[config.mk]
export PLATFORM = sky130hd
export DESIGN_NAME = sensor_health_fault_monitor
export DESIGN_NICKNAME = d
export VERILOG_FILES = /design/src/sv/shfm_pkg.sv /design/src/sv/shfm_task_watch.sv /design/src/sv/shfm_fault_eval.sv /design/src/sv/sensor_health_fault_monitor.sv
export SDC_FILE = /design/constraint.sdc
export NUM_CORES = 2
export LEC_CHECK = 0
export BUFFER_PORTS_ARGS = -buffer_cell sky130_fd_sc_hd__buf_2
export CAP_MARGIN = 25
export CELL_PAD_IN_SITES_DETAIL_PLACEMENT = 1
export CELL_PAD_IN_SITES_GLOBAL_PLACEMENT = 2
export CORE_MARGIN = 5
export CORE_UTILIZATION = 41
export CTS_BUF_LIST = sky130_fd_sc_hd__clkbuf_2 sky130_fd_sc_hd__clkbuf_4 sky130_fd_sc_hd__clkbuf_8
export DETAILED_ROUTE_END_ITERATION = 10
export GPL_ROUTABILITY_DRIVEN = 0
export PLACE_DENSITY_LB_ADDON = 0.1
export SLEW_MARGIN = 5
export SYNTH_ARGS = -nofsm -noshare
export SYNTH_HDL_FRONTEND = slang
export SYNTH_HIERARCHICAL = 1
export SYNTH_SLANG_ARGS = --single-unit
[constraint.sdc]
create_clock -name clk -period 10 [get_ports clk]
set_input_delay 1.5 -clock clk [delete_from_list [all_inputs] [get_ports clk]]
set_output_delay 1.5 -clock clk [all_outputs]
set_load 0.01 [all_outputs]
[src/sv/shfm_pkg.sv]
// shfm_pkg: shared constants and types for the sensor health fault monitor
// action codes, fault codes, status flag bit positions, register indexes, reset values
// no dependencies
package shfm_pkg;

  localparam int WATCHED_TASKS = 4;

  // action codes
  localparam logic [1:0] ACT_REPORT = 2'd0;
  localparam logic [1:0] ACT_UPDATE = 2'd1;
  localparam logic [1:0] ACT_QUERY  = 2'd2;

  // fault codes, lower value wins
  localparam logic [3:0] FC_NONE        = 4'd0;
  localparam logic [3:0] FC_IMU_NC      = 4'd1;
  localparam logic [3:0] FC_BARO_NC     = 4'd2;
  localparam logic [3:0] FC_BARO_NODATA = 4'd3;
  localparam logic [3:0] FC_BARO_PRESS  = 4'd4;
  localparam logic [3:0] FC_BARO_CAL    = 4'd5;
  localparam logic [3:0] FC_SCHED       = 4'd6;
  localparam logic [3:0] FC_EST_DIVERGE = 4'd7;
  localparam logic [3:0] FC_RECORDER    = 4'd8;
  localparam logic [3:0] FC_IMU_STALE   = 4'd9;
  localparam logic [3:0] FC_EST_STALE   = 4'd10;
  localparam logic [3:0] FC_LIDAR_STALE = 4'd11;

  // status flag bit positions
  localparam int F_IMU_CONN    = 0;
  localparam int F_BARO_CONN   = 1;
  localparam int F_BARO_READY  = 2;
  localparam int F_BARO_VALID  = 3;
  localparam int F_BARO_CAL    = 4;
  localparam int F_BARO_HEALTH = 5;
  localparam int F_FLIGHT      = 6;
  localparam int F_VERT_USABLE = 7;
  localparam int F_EST_INHIBIT = 8;
  localparam int F_EST_HEALTHY = 9;
  localparam int F_SD_READY    = 10;
  localparam int F_SD_LOGGING  = 11;
  localparam int F_IMU_VALID   = 12;
  localparam int F_LIDAR_VALID = 13;

  localparam int FLAGS_W = 14;

  // register indexes
  localparam logic [2:0] CFG_IMU_LIMIT   = 3'd0;
  localparam logic [2:0] CFG_LIDAR_LIMIT = 3'd1;
  localparam logic [2:0] CFG_EST_LIMIT   = 3'd2;
  localparam logic [2:0] CFG_GRACE       = 3'd3;
  localparam logic [2:0] CFG_STALL       = 3'd4;
  localparam logic [2:0] CFG_LOG_EN      = 3'd5;

  localparam logic [31:0] RST_IMU_LIMIT   = 32'd20000;
  localparam logic [31:0] RST_LIDAR_LIMIT = 32'd200000;
  localparam logic [31:0] RST_EST_LIMIT   = 32'd50000;
  localparam logic [31:0] RST_GRACE       = 32'd3000;
  localparam logic [31:0] RST_STALL       = 32'd500;

  localparam logic [31:0] AGE_NONE = 32'hFFFF_FFFF;

  typedef struct packed {
    logic [31:0] imu_limit_us;
    logic [31:0] lidar_limit_us;
    logic [31:0] est_limit_us;
    logic [31:0] grace_ms;
    logic [31:0] stall_ms;
    logic        log_en;
  } cfg_t;

  // evaluation results for the item in the input register
  typedef struct packed {
    logic [3:0] live_code;
    logic [3:0] new_code;
    logic       act;
    logic       healthy;
    logic [2:0] fresh;   // bit 0 imu, 1 lidar, 2 estimator
  } eval_t;

endpackage

[src/sv/shfm_task_watch.sv]
// shfm_task_watch: per-task run count and progress time table, scheduler liveness check
// uses shfm_pkg
module shfm_task_watch import shfm_pkg::*; (
  input  logic        clk,
  input  logic        rst,
  input  logic        report,
  input  logic [1:0]  slot,
  input  logic [31:0] runs,
  input  logic [31:0] now_ms,
  input  logic [31:0] stall_ms,
  output logic        sched_ok
);

  logic [31:0] last_runs [WATCHED_TASKS];
  logic [31:0] progress_ms [WATCHED_TASKS];
  logic [WATCHED_TASKS-1:0] stalled;

  always_ff @(posedge clk) begin
    for (int i = 0; i < WATCHED_TASKS; i++) begin
      if (rst) begin
        last_runs[i]   <= '0;
        progress_ms[i] <= '0;
      end else if (report && (32'(slot) == 32'(i)) && (runs != last_runs[i])) begin
        last_runs[i]   <= runs;
        progress_ms[i] <= now_ms;
      end
    end
  end

  // wrapping elapsed time; a zero timeout marks every task stalled
  always_comb begin
    for (int i = 0; i < WATCHED_TASKS; i++) begin
      stalled[i] = 32'(now_ms - progress_ms[i]) >= stall_ms;
    end
  end

  assign sched_ok = ~|stalled;

endmodule

[src/sv/shfm_fault_eval.sv]
// shfm_fault_eval: sample ages, freshness, prioritized fault codes, health and actuator decision
// purely combinational; uses shfm_pkg
module shfm_fault_eval import shfm_pkg::*; (
  input  cfg_t               cfg,
  input  logic [31:0]        now_ms,
  input  logic [31:0]        now_us,
  input  logic [FLAGS_W-1:0] flags,
  input  logic [31:0]        imu_stamp_us,
  input  logic [31:0]        lidar_stamp_us,
  input  logic [31:0]        estimator_stamp_us,
  input  logic               sched_ok,
  input  logic               alive_flag,
  input  logic [3:0]         held_fault,
  output eval_t              ev
);

  logic [31:0] imu_age;
  logic [31:0] lidar_age;
  logic [31:0] est_age;
  logic        imu_fr;
  logic        lidar_fr;
  logic        est_fr;
  logic        past_grace;
  logic        flight;
  logic        rec_bad;
  logic        vert_ok;

  function automatic logic [3:0] fault_prio(
    input logic [FLAGS_W-1:0] f,
    input logic               grace_done,
    input logic               sched_bad,
    input logic               imu_ok,
    input logic               est_ok,
    input logic               lid_ok,
    input logic               recorder_bad
  );
    logic [3:0] c;
    logic       fl;
    fl = f[F_FLIGHT];
    if (!f[F_IMU_CONN])                               c = FC_IMU_NC;
    else if (!fl && !f[F_BARO_CONN])                  c = FC_BARO_NC;
    else if (!fl && !f[F_BARO_READY])                 c = FC_BARO_NODATA;
    else if (!fl && !f[F_BARO_VALID])                 c = FC_BARO_PRESS;
    else if (!fl && !f[F_BARO_CAL])                   c = FC_BARO_CAL;
    else if (sched_bad)                               c = FC_SCHED;
    else if (f[F_EST_INHIBIT])                        c = FC_EST_DIVERGE;
    else if (!fl && grace_done && recorder_bad)       c = FC_RECORDER;
    else if (grace_done && !imu_ok)                   c = FC_IMU_STALE;
    else if (grace_done && (!f[F_EST_HEALTHY] || !est_ok)) c = FC_EST_STALE;
    else if (grace_done && (fl ? !f[F_VERT_USABLE] : !lid_ok)) c = FC_LIDAR_STALE;
    else                                              c = FC_NONE;
    return c;
  endfunction

  always_comb begin
    // a zero stamp means no sample yet: largest age
    imu_age   = (imu_stamp_us == '0) ? AGE_NONE : 32'(now_us - imu_stamp_us);
    lidar_age = (lidar_stamp_us == '0) ? AGE_NONE : 32'(now_us - lidar_stamp_us);
    est_age   = (estimator_stamp_us == '0) ? AGE_NONE : 32'(now_us - estimator_stamp_us);

    imu_fr   = imu_age <= cfg.imu_limit_us;
    lidar_fr = lidar_age <= cfg.lidar_limit_us;
    est_fr   = est_age <= cfg.est_limit_us;

    past_grace = now_ms >= cfg.grace_ms;
    flight     = flags[F_FLIGHT];
    rec_bad    = cfg.log_en && (!flags[F_SD_READY] || !flags[F_SD_LOGGING]);

    ev.fresh = {est_fr, lidar_fr, imu_fr};

    ev.new_code = fault_prio(flags, past_grace, !sched_ok, imu_fr, est_fr, lidar_fr, rec_bad);

    // live path gates the scheduler fault by grace and also needs the sample valid bits
    ev.live_code = fault_prio(flags, past_grace, past_grace && !alive_flag,
                              flags[F_IMU_VALID] && imu_fr, est_fr,
                              flags[F_LIDAR_VALID] && lidar_fr, rec_bad);

    vert_ok = flight ? flags[F_VERT_USABLE] : (flags[F_BARO_HEALTH] && lidar_fr);

    ev.healthy = flags[F_IMU_CONN] && sched_ok && (ev.new_code == FC_NONE) &&
                 (!past_grace || (imu_fr && vert_ok && est_fr));

    // flight tolerates recorder faults, and baro/lidar faults while vertical aiding holds
    if (ev.live_code != FC_NONE) begin
      ev.act = 1'b1;
    end else if (flight && (held_fault == FC_RECORDER)) begin
      ev.act = 1'b0;
    end else if (flight && flags[F_VERT_USABLE] &&
                 ((held_fault inside {[FC_BARO_NC:FC_BARO_CAL]}) ||
                  (held_fault == FC_LIDAR_STALE))) begin
      ev.act = 1'b0;
    end else begin
      ev.act = held_fault != FC_NONE;
    end
  end

endmodule

[src/sv/sensor_health_fault_monitor.sv]
// sensor_health_fault_monitor: top level with input register, state, result register, config
// uses shfm_pkg, shfm_task_watch, shfm_fault_eval

// Takes one beat per clock unless stalled and returns exactly one result beat for each. A
// beat accepted at a clock edge lands in the input register, is evaluated by the age compares,
// the four-task stall check and the fault priority chain, and is captured in the result
// register once that register is empty or being drained. Throughput is one beat per cycle,
// as each beat needs a single pass through that compare and priority logic; in_ready drops
// only during reset and while both registers are full and out_ready is low. The task table
// lives in flip-flops cleared by reset, so the block is ready right after reset.
// Register writes on the cfg channel are taken in any cycle outside reset and should be done
// while no beat is in flight.
module sensor_health_fault_monitor import shfm_pkg::*; (
  input  logic               clk,
  input  logic               rst,

  input  logic               in_valid,
  output logic               in_ready,
  input  logic [1:0]         action,
  input  logic [31:0]        now_ms,
  input  logic [31:0]        now_us,
  input  logic [1:0]         task_slot,
  input  logic [31:0]        task_runs,
  input  logic [FLAGS_W-1:0] status_flags,
  input  logic [31:0]        imu_stamp_us,
  input  logic [31:0]        lidar_stamp_us,
  input  logic [31:0]        estimator_stamp_us,

  output logic               out_valid,
  input  logic               out_ready,
  output logic [3:0]         fault_id,
  output logic               actuator_fault,
  output logic               sys_healthy,
  output logic               scheduler_alive,
  output logic               imu_current,
  output logic               lidar_current,
  output logic               estimator_fresh,
  output logic [31:0]        update_count,

  input  logic               cfg_valid,
  output logic               cfg_ready,
  input  logic [2:0]         cfg_index,
  input  logic [31:0]        cfg_data
);

  cfg_t cfg;

  // input register
  logic               s1_valid;
  logic [1:0]         s1_action;
  logic [31:0]        s1_now_ms;
  logic [31:0]        s1_now_us;
  logic [1:0]         s1_slot;
  logic [31:0]        s1_runs;
  logic [FLAGS_W-1:0] s1_flags;
  logic [31:0]        s1_imu_stamp;
  logic [31:0]        s1_lidar_stamp;
  logic [31:0]        s1_est_stamp;

  // monitor state
  logic        alive_flag;
  logic [3:0]  held_fault;
  logic [2:0]  fresh_flags;
  logic        healthy_flag;
  logic [31:0] updates_done;

  logic        alive_flag_next;
  logic [3:0]  held_fault_next;
  logic [2:0]  fresh_flags_next;
  logic        healthy_flag_next;
  logic [31:0] updates_done_next;

  logic        advance;
  logic        is_update;
  logic        is_query;
  logic        sched_ok;
  eval_t       ev;

  assign advance   = s1_valid && (!out_valid || out_ready);
  assign in_ready  = !rst && (!s1_valid || advance);
  assign cfg_ready = !rst;
  assign is_update = s1_action == ACT_UPDATE;
  assign is_query  = s1_action == ACT_QUERY;

  // configuration registers
  always_ff @(posedge clk) begin
    if (rst) begin
      cfg.imu_limit_us   <= RST_IMU_LIMIT;
      cfg.lidar_limit_us <= RST_LIDAR_LIMIT;
      cfg.est_limit_us   <= RST_EST_LIMIT;
      cfg.grace_ms       <= RST_GRACE;
      cfg.stall_ms       <= RST_STALL;
      cfg.log_en         <= 1'b1;
    end else if (cfg_valid && cfg_ready) begin
      case (cfg_index)
        CFG_IMU_LIMIT:   cfg.imu_limit_us   <= cfg_data;
        CFG_LIDAR_LIMIT: cfg.lidar_limit_us <= cfg_data;
        CFG_EST_LIMIT:   cfg.est_limit_us   <= cfg_data;
        CFG_GRACE:       cfg.grace_ms       <= cfg_data;
        CFG_STALL:       cfg.stall_ms       <= cfg_data;
        CFG_LOG_EN:      cfg.log_en         <= cfg_data[0];
        default: ;
      endcase
    end
  end

  // input register
  always_ff @(posedge clk) begin
    if (rst) begin
      s1_valid <= 1'b0;
    end else if (in_ready) begin
      s1_valid <= in_valid;
    end
  end

  always_ff @(posedge clk) begin
    if (in_valid && in_ready) begin
      s1_action      <= action;
      s1_now_ms      <= now_ms;
      s1_now_us      <= now_us;
      s1_slot        <= task_slot;
      s1_runs        <= task_runs;
      s1_flags       <= status_flags;
      s1_imu_stamp   <= imu_stamp_us;
      s1_lidar_stamp <= lidar_stamp_us;
      s1_est_stamp   <= estimator_stamp_us;
    end
  end

  shfm_task_watch u_task_watch (
    .clk      (clk),
    .rst      (rst),
    .report   (advance && (s1_action == ACT_REPORT)),
    .slot     (s1_slot),
    .runs     (s1_runs),
    .now_ms   (s1_now_ms),
    .stall_ms (cfg.stall_ms),
    .sched_ok (sched_ok)
  );

  shfm_fault_eval u_fault_eval (
    .cfg                (cfg),
    .now_ms             (s1_now_ms),
    .now_us             (s1_now_us),
    .flags              (s1_flags),
    .imu_stamp_us       (s1_imu_stamp),
    .lidar_stamp_us     (s1_lidar_stamp),
    .estimator_stamp_us (s1_est_stamp),
    .sched_ok           (sched_ok),
    .alive_flag         (alive_flag),
    .held_fault         (held_fault),
    .ev                 (ev)
  );

  always_comb begin
    alive_flag_next   = is_update ? sched_ok : alive_flag;
    held_fault_next   = is_update ? ev.new_code : held_fault;
    fresh_flags_next  = is_update ? ev.fresh : fresh_flags;
    healthy_flag_next = is_update ? ev.healthy : healthy_flag;
    updates_done_next = is_update ? 32'(updates_done + 32'd1) : updates_done;
  end

  always_ff @(posedge clk) begin
    if (rst) begin
      alive_flag   <= 1'b0;
      held_fault   <= FC_NONE;
      fresh_flags  <= '0;
      healthy_flag <= 1'b0;
      updates_done <= '0;
    end else if (advance) begin
      alive_flag   <= alive_flag_next;
      held_fault   <= held_fault_next;
      fresh_flags  <= fresh_flags_next;
      healthy_flag <= healthy_flag_next;
      updates_done <= updates_done_next;
    end
  end

  // result register
  always_ff @(posedge clk) begin
    if (rst) begin
      out_valid <= 1'b0;
    end else if (advance) begin
      out_valid <= 1'b1;
    end else if (out_ready) begin
      out_valid <= 1'b0;
    end
  end

  always_ff @(posedge clk) begin
    if (advance) begin
      fault_id        <= is_query ? ev.live_code : held_fault_next;
      actuator_fault  <= is_query && ev.act;
      sys_healthy     <= healthy_flag_next;
      scheduler_alive <= alive_flag_next;
      imu_current     <= fresh_flags_next[0];
      lidar_current   <= fresh_flags_next[1];
      estimator_fresh <= fresh_flags_next[2];
      update_count    <= updates_done_next;
    end
  end

`ifndef SYNTHESIS
  a_update_counts: assert property (@(posedge clk) disable iff (rst)
    (advance && is_update) |=> (updates_done == 32'($past(updates_done) + 32'd1)))
    else $error("update counter did not step on a periodic update");

  a_state_held: assert property (@(posedge clk) disable iff (rst)
    !(advance && is_update) |=> ($stable(held_fault) && $stable(updates_done)))
    else $error("monitor state changed without a periodic update");

  a_code_range: assert property (@(posedge clk) disable iff (rst)
    held_fault <= FC_LIDAR_STALE)
    else $error("latched fault code out of range");

  a_healthy_clean: assert property (@(posedge clk) disable iff (rst)
    healthy_flag |-> (held_fault == FC_NONE) && alive_flag)
    else $error("healthy while a fault is latched or scheduler stalled");

  a_ready_stall: assert property (@(posedge clk) disable iff (rst)
    !in_ready |-> (s1_valid && out_valid && !out_ready))
    else $error("input stalled with room in the pipeline");
`endif

endmodule

==> summary.txt <==
Cells and area
  – Top reg by flops: cfg
  – Share of cells above drive strength 1: 0.123
  – Biggest regs: cfg (161), u_task_watch/last_runs (128), u_task_watch/progress_ms (128)
  – Layout Nets: 5,746
  – Max reg flops: 161
  – Area growth, synth to finish: 13.0%

Global route
  – Vias in the first global route: 36.8k
  – Overflow after GRT: 0
  – Largest net degree at the start of global routing: 152
  – First-pass GRT wire length: 212 mm
  – Global Route Usage Sum: 0.230
  – Initial antenna violation count: 9

Critical path
  – CP required: 10,680 ps
  – Worst Setup End Kind: flop
  – Worst r2r dst: fault_id[1]
  – Crit path max fanout: 5
  – Kind of critical path: reg2reg
  – Crit path DAT: 7290 ps
  – Startpoint Class: flop
  – Flop2flop setup slack: 3390 ps
  – Worst reg2reg startpoint: s1_now_us[2]
  – Worst R2R Path Depth: 21

Status
  – Status: complete, no violations

Synth
  – Synth area leaders: edfxtp_1, ha_1, dfxtp_1
  – Synth Warn #: 6
  – Synth Area per Inst: 9.58 sq um
  – Synth Register Bits: 712
  – Yosys top cell area share: 0.338
  – Async set or reset register ratio after synthesis: 0
  – Distinct cells, synth: 97
  – Number of flops mapped to enable cells by yosys: 508
  – Synthesized cell area: 0.0452 sq mm
  – Post-Syn Instances: 4,717
  – Syn Nets: 5,448
  – Post-synthesis sequential area ratio: 0.428
  – Yosys top cell by area: edfxtp_1
  – Post-synth top flop: edfxtp_1

Placed design
  – Post-DP HPWL: 105 mm
  – Place WS: 3260 ps
  – Number of port buffers: 294

Clock network
  – Post-cts hold buffer count: 0
  – H-tree Lvls: 4
  – Clock transition at path regs: 60 ps
  – Root Buffer: clkbuf_8
  – # resized after CTS: 0
  – CTS tree: done
  – CTS max path bufs: 3
  – Postcts setup bufs: 0
  – Clk_lat worst skew: 840 ps
  – TritonCTS Sinks: 712
  – Total CTS buffers: 135

Worst hold path
  – Hold Path End: cfg[62]
  – HP Class: reg2reg
  – Hold Crit Start: cfg[62]
  – Hold depth: 2

Timing
  – Final setup margin: 3390 ps
  – Setup Viol. Count Final: 0
  – Worst-Margin Slew: 1060 ps
  – Final period utilization: 0.661
  – Tmin final: 6610 ps
  – Achievable frequency: 151 MHz
  – RSZ-0062 raised after global routing: false
  – Max Slew Vio Count: 0
  – Slew margin rel.: 0.296
  – Final hold viol count: 0
  – Clk_skew: 38.6 ps
  – Setup TNS: 0 ps

Route
  – Via count: 35.4k
  – DRC Markers: 0
  – Via-to-Cell Ratio: 5.35
  – DRT iter0 DRCs: 1,555
  – First-pass DRT Iterations: 5
  – Detailed Route WL: 137 mm
  – Wire per inst: 20.8 microns
  – Final ANT Viol Nets: 0

Floorplanning
  – Core Area: 0.109 sq mm
  – Die ar.: 0.117 sq mm
  – Row Count: 121
  – Die W: 342 microns
  – Die Y: 342 microns
  – Boundary Pins: 295
  – Starting Density: 0.414

Pwr
  – Final Power: 7.61 mW
  – Pwr dens: 149 mW/mm^2
  – Leakage: 21.2 nW
  – Worst IR Drop VDD: 114 uV

Flow run
  – Max Cap Viol: 0
## cells in the mapped netlist, types with 10 or more instances
cell / instances
inv_1: 441
ha_1: 474
nand4_1: 97
and3_1: 23
xor2_1: 160
o31ai_1: 35
mux2_2: 13
nor3_1: 59
nand3b_1: 13
or4_1: 26
o31a_1: 10
nand2_1: 552
clkbuf_1: 150
o21bai_1: 32
edfxtp_1: 508
o211ai_1: 13
or2_2: 20
a21oi_1: 396
xnor2_1: 183
a2111oi_0: 10
nand2b_1: 56
nand3_1: 98
a31oi_1: 35
and2_1: 272
o21a_1: 22
a211oi_1: 32
a21o_1: 143
or3_1: 26
o21ai_0: 145
nor2_1: 172
nor2b_1: 31
dfxtp_1: 204
and4_1: 14
nor4_1: 66
## critical path, stage by stage, from the launching register on
cell,delay [ps]
edfxtp_1,470
ha_1,370
nand3b_1,120
a31oi_1,420
o2111ai_1,230
a31oi_1,470
a211oi_1,200
o31ai_1,690
a21boi_1,270
o211a_1,270
nor3_1,210
ha_1,170
nand4_1,180
nor4_1,640
o31a_1,330
o21ai_2,120
and2_1,220
o21ba_2,230
or3_1,310
a31oi_1,290
o22ai_1,150
nor2_1,120
## worst max-delay path by stage
stage / startpoint / to / slack, ps / depth (start not counted)
floorplan: rst / s1_action[0] / 2420 / 4
global placement: s1_now_us[2] / fault_id[1] / 3300 / 21
detailed placement: s1_now_us[2] / fault_id[1] / 3260 / 21
CTS: s1_now_us[2] / fault_id[1] / 3200 / 21
global route: s1_now_us[2] / fault_id[1] / 2900 / 21
finish: s1_now_us[2] / fault_id[1] / 3390 / 21
## stage by stage
| stage | instances | util | cell area, sq um | hold WS, ps |
|---|---|---|---|---|
| 6_report | 6612 | 0.468 | 51000 | 452 |
| 5_1_grt | 6608 | 0.468 | 51000 | 470 |
| 4_1_cts | 6600 | 0.467 | 51000 | 454 |
| 3_5_place_dp | 6351 | 0.441 | 48200 | 447 |
| 3_3_place_gp | 6351 | 0.441 | 48200 | 442 |
| 2_1_floorplan | 4717 | - | 45200 | 436 |
## area by class of cell
class / count / area, sq um
antenna: 9 / 22.5
clock buffer: 184 / 2250
clock inverter: 65 / 532
fill: 12600 / 58100
inverter: 441 / 1660
multi-input combinational: 3397 / 23600
sequential: 712 / 19300
tap: 1476 / 1850
timing repair buffer: 328 / 1790
## power by group
group | internal (mW) | total, mW | switching [mW] | leakage, nW
sequential | 3.26 | 3.35 | 0.0867 | 6.67
clock | 1.60 | 2.97 | 1.37 | 1.47
combinational | 0.532 | 1.29 | 0.753 | 13.1
## cells in the final DEF (no fill, tap or decap), drive strengths merged, types with 59 or more instances in the layout
cell,synthesis,routed
a21oi,398,398
nand4,98,98
buf,16,328
a21o,147,147
nor4,66,66
clkbuf,151,184
dfxtp,204,204
xor2,160,160
nand3,98,98
xnor2,183,183
nor3,59,59
and2,274,274
o21ai,147,147
nor2,172,172
nand2,552,552
inv,441,449
edfxtp,508,508
ha,474,474
## per-layer routing
layer  share of wire  GRT usage  vias up
met1            0.47      0.310    17300
met2            0.48      0.394      562
met4           0.016     0.0507        0
met3           0.035     0.0341      152
li1                -          -    17400
met5               0          0        -
## cells by family after synthesis
| logic type | after synthesis | synth area share |
|---|---|---|
| mux | 15 | 0.00368 |
| fa+ha+maj | 481 | 0.134 |
| buf+inv | 608 | 0.0513 |
| compound gates | 1009 | 0.143 |
| xor+xnor | 343 | 0.0665 |
| simple gates | 1549 | 0.174 |
| flops | 712 | 0.428 |
No activity file was read; power rests on OpenSTA's default activity.
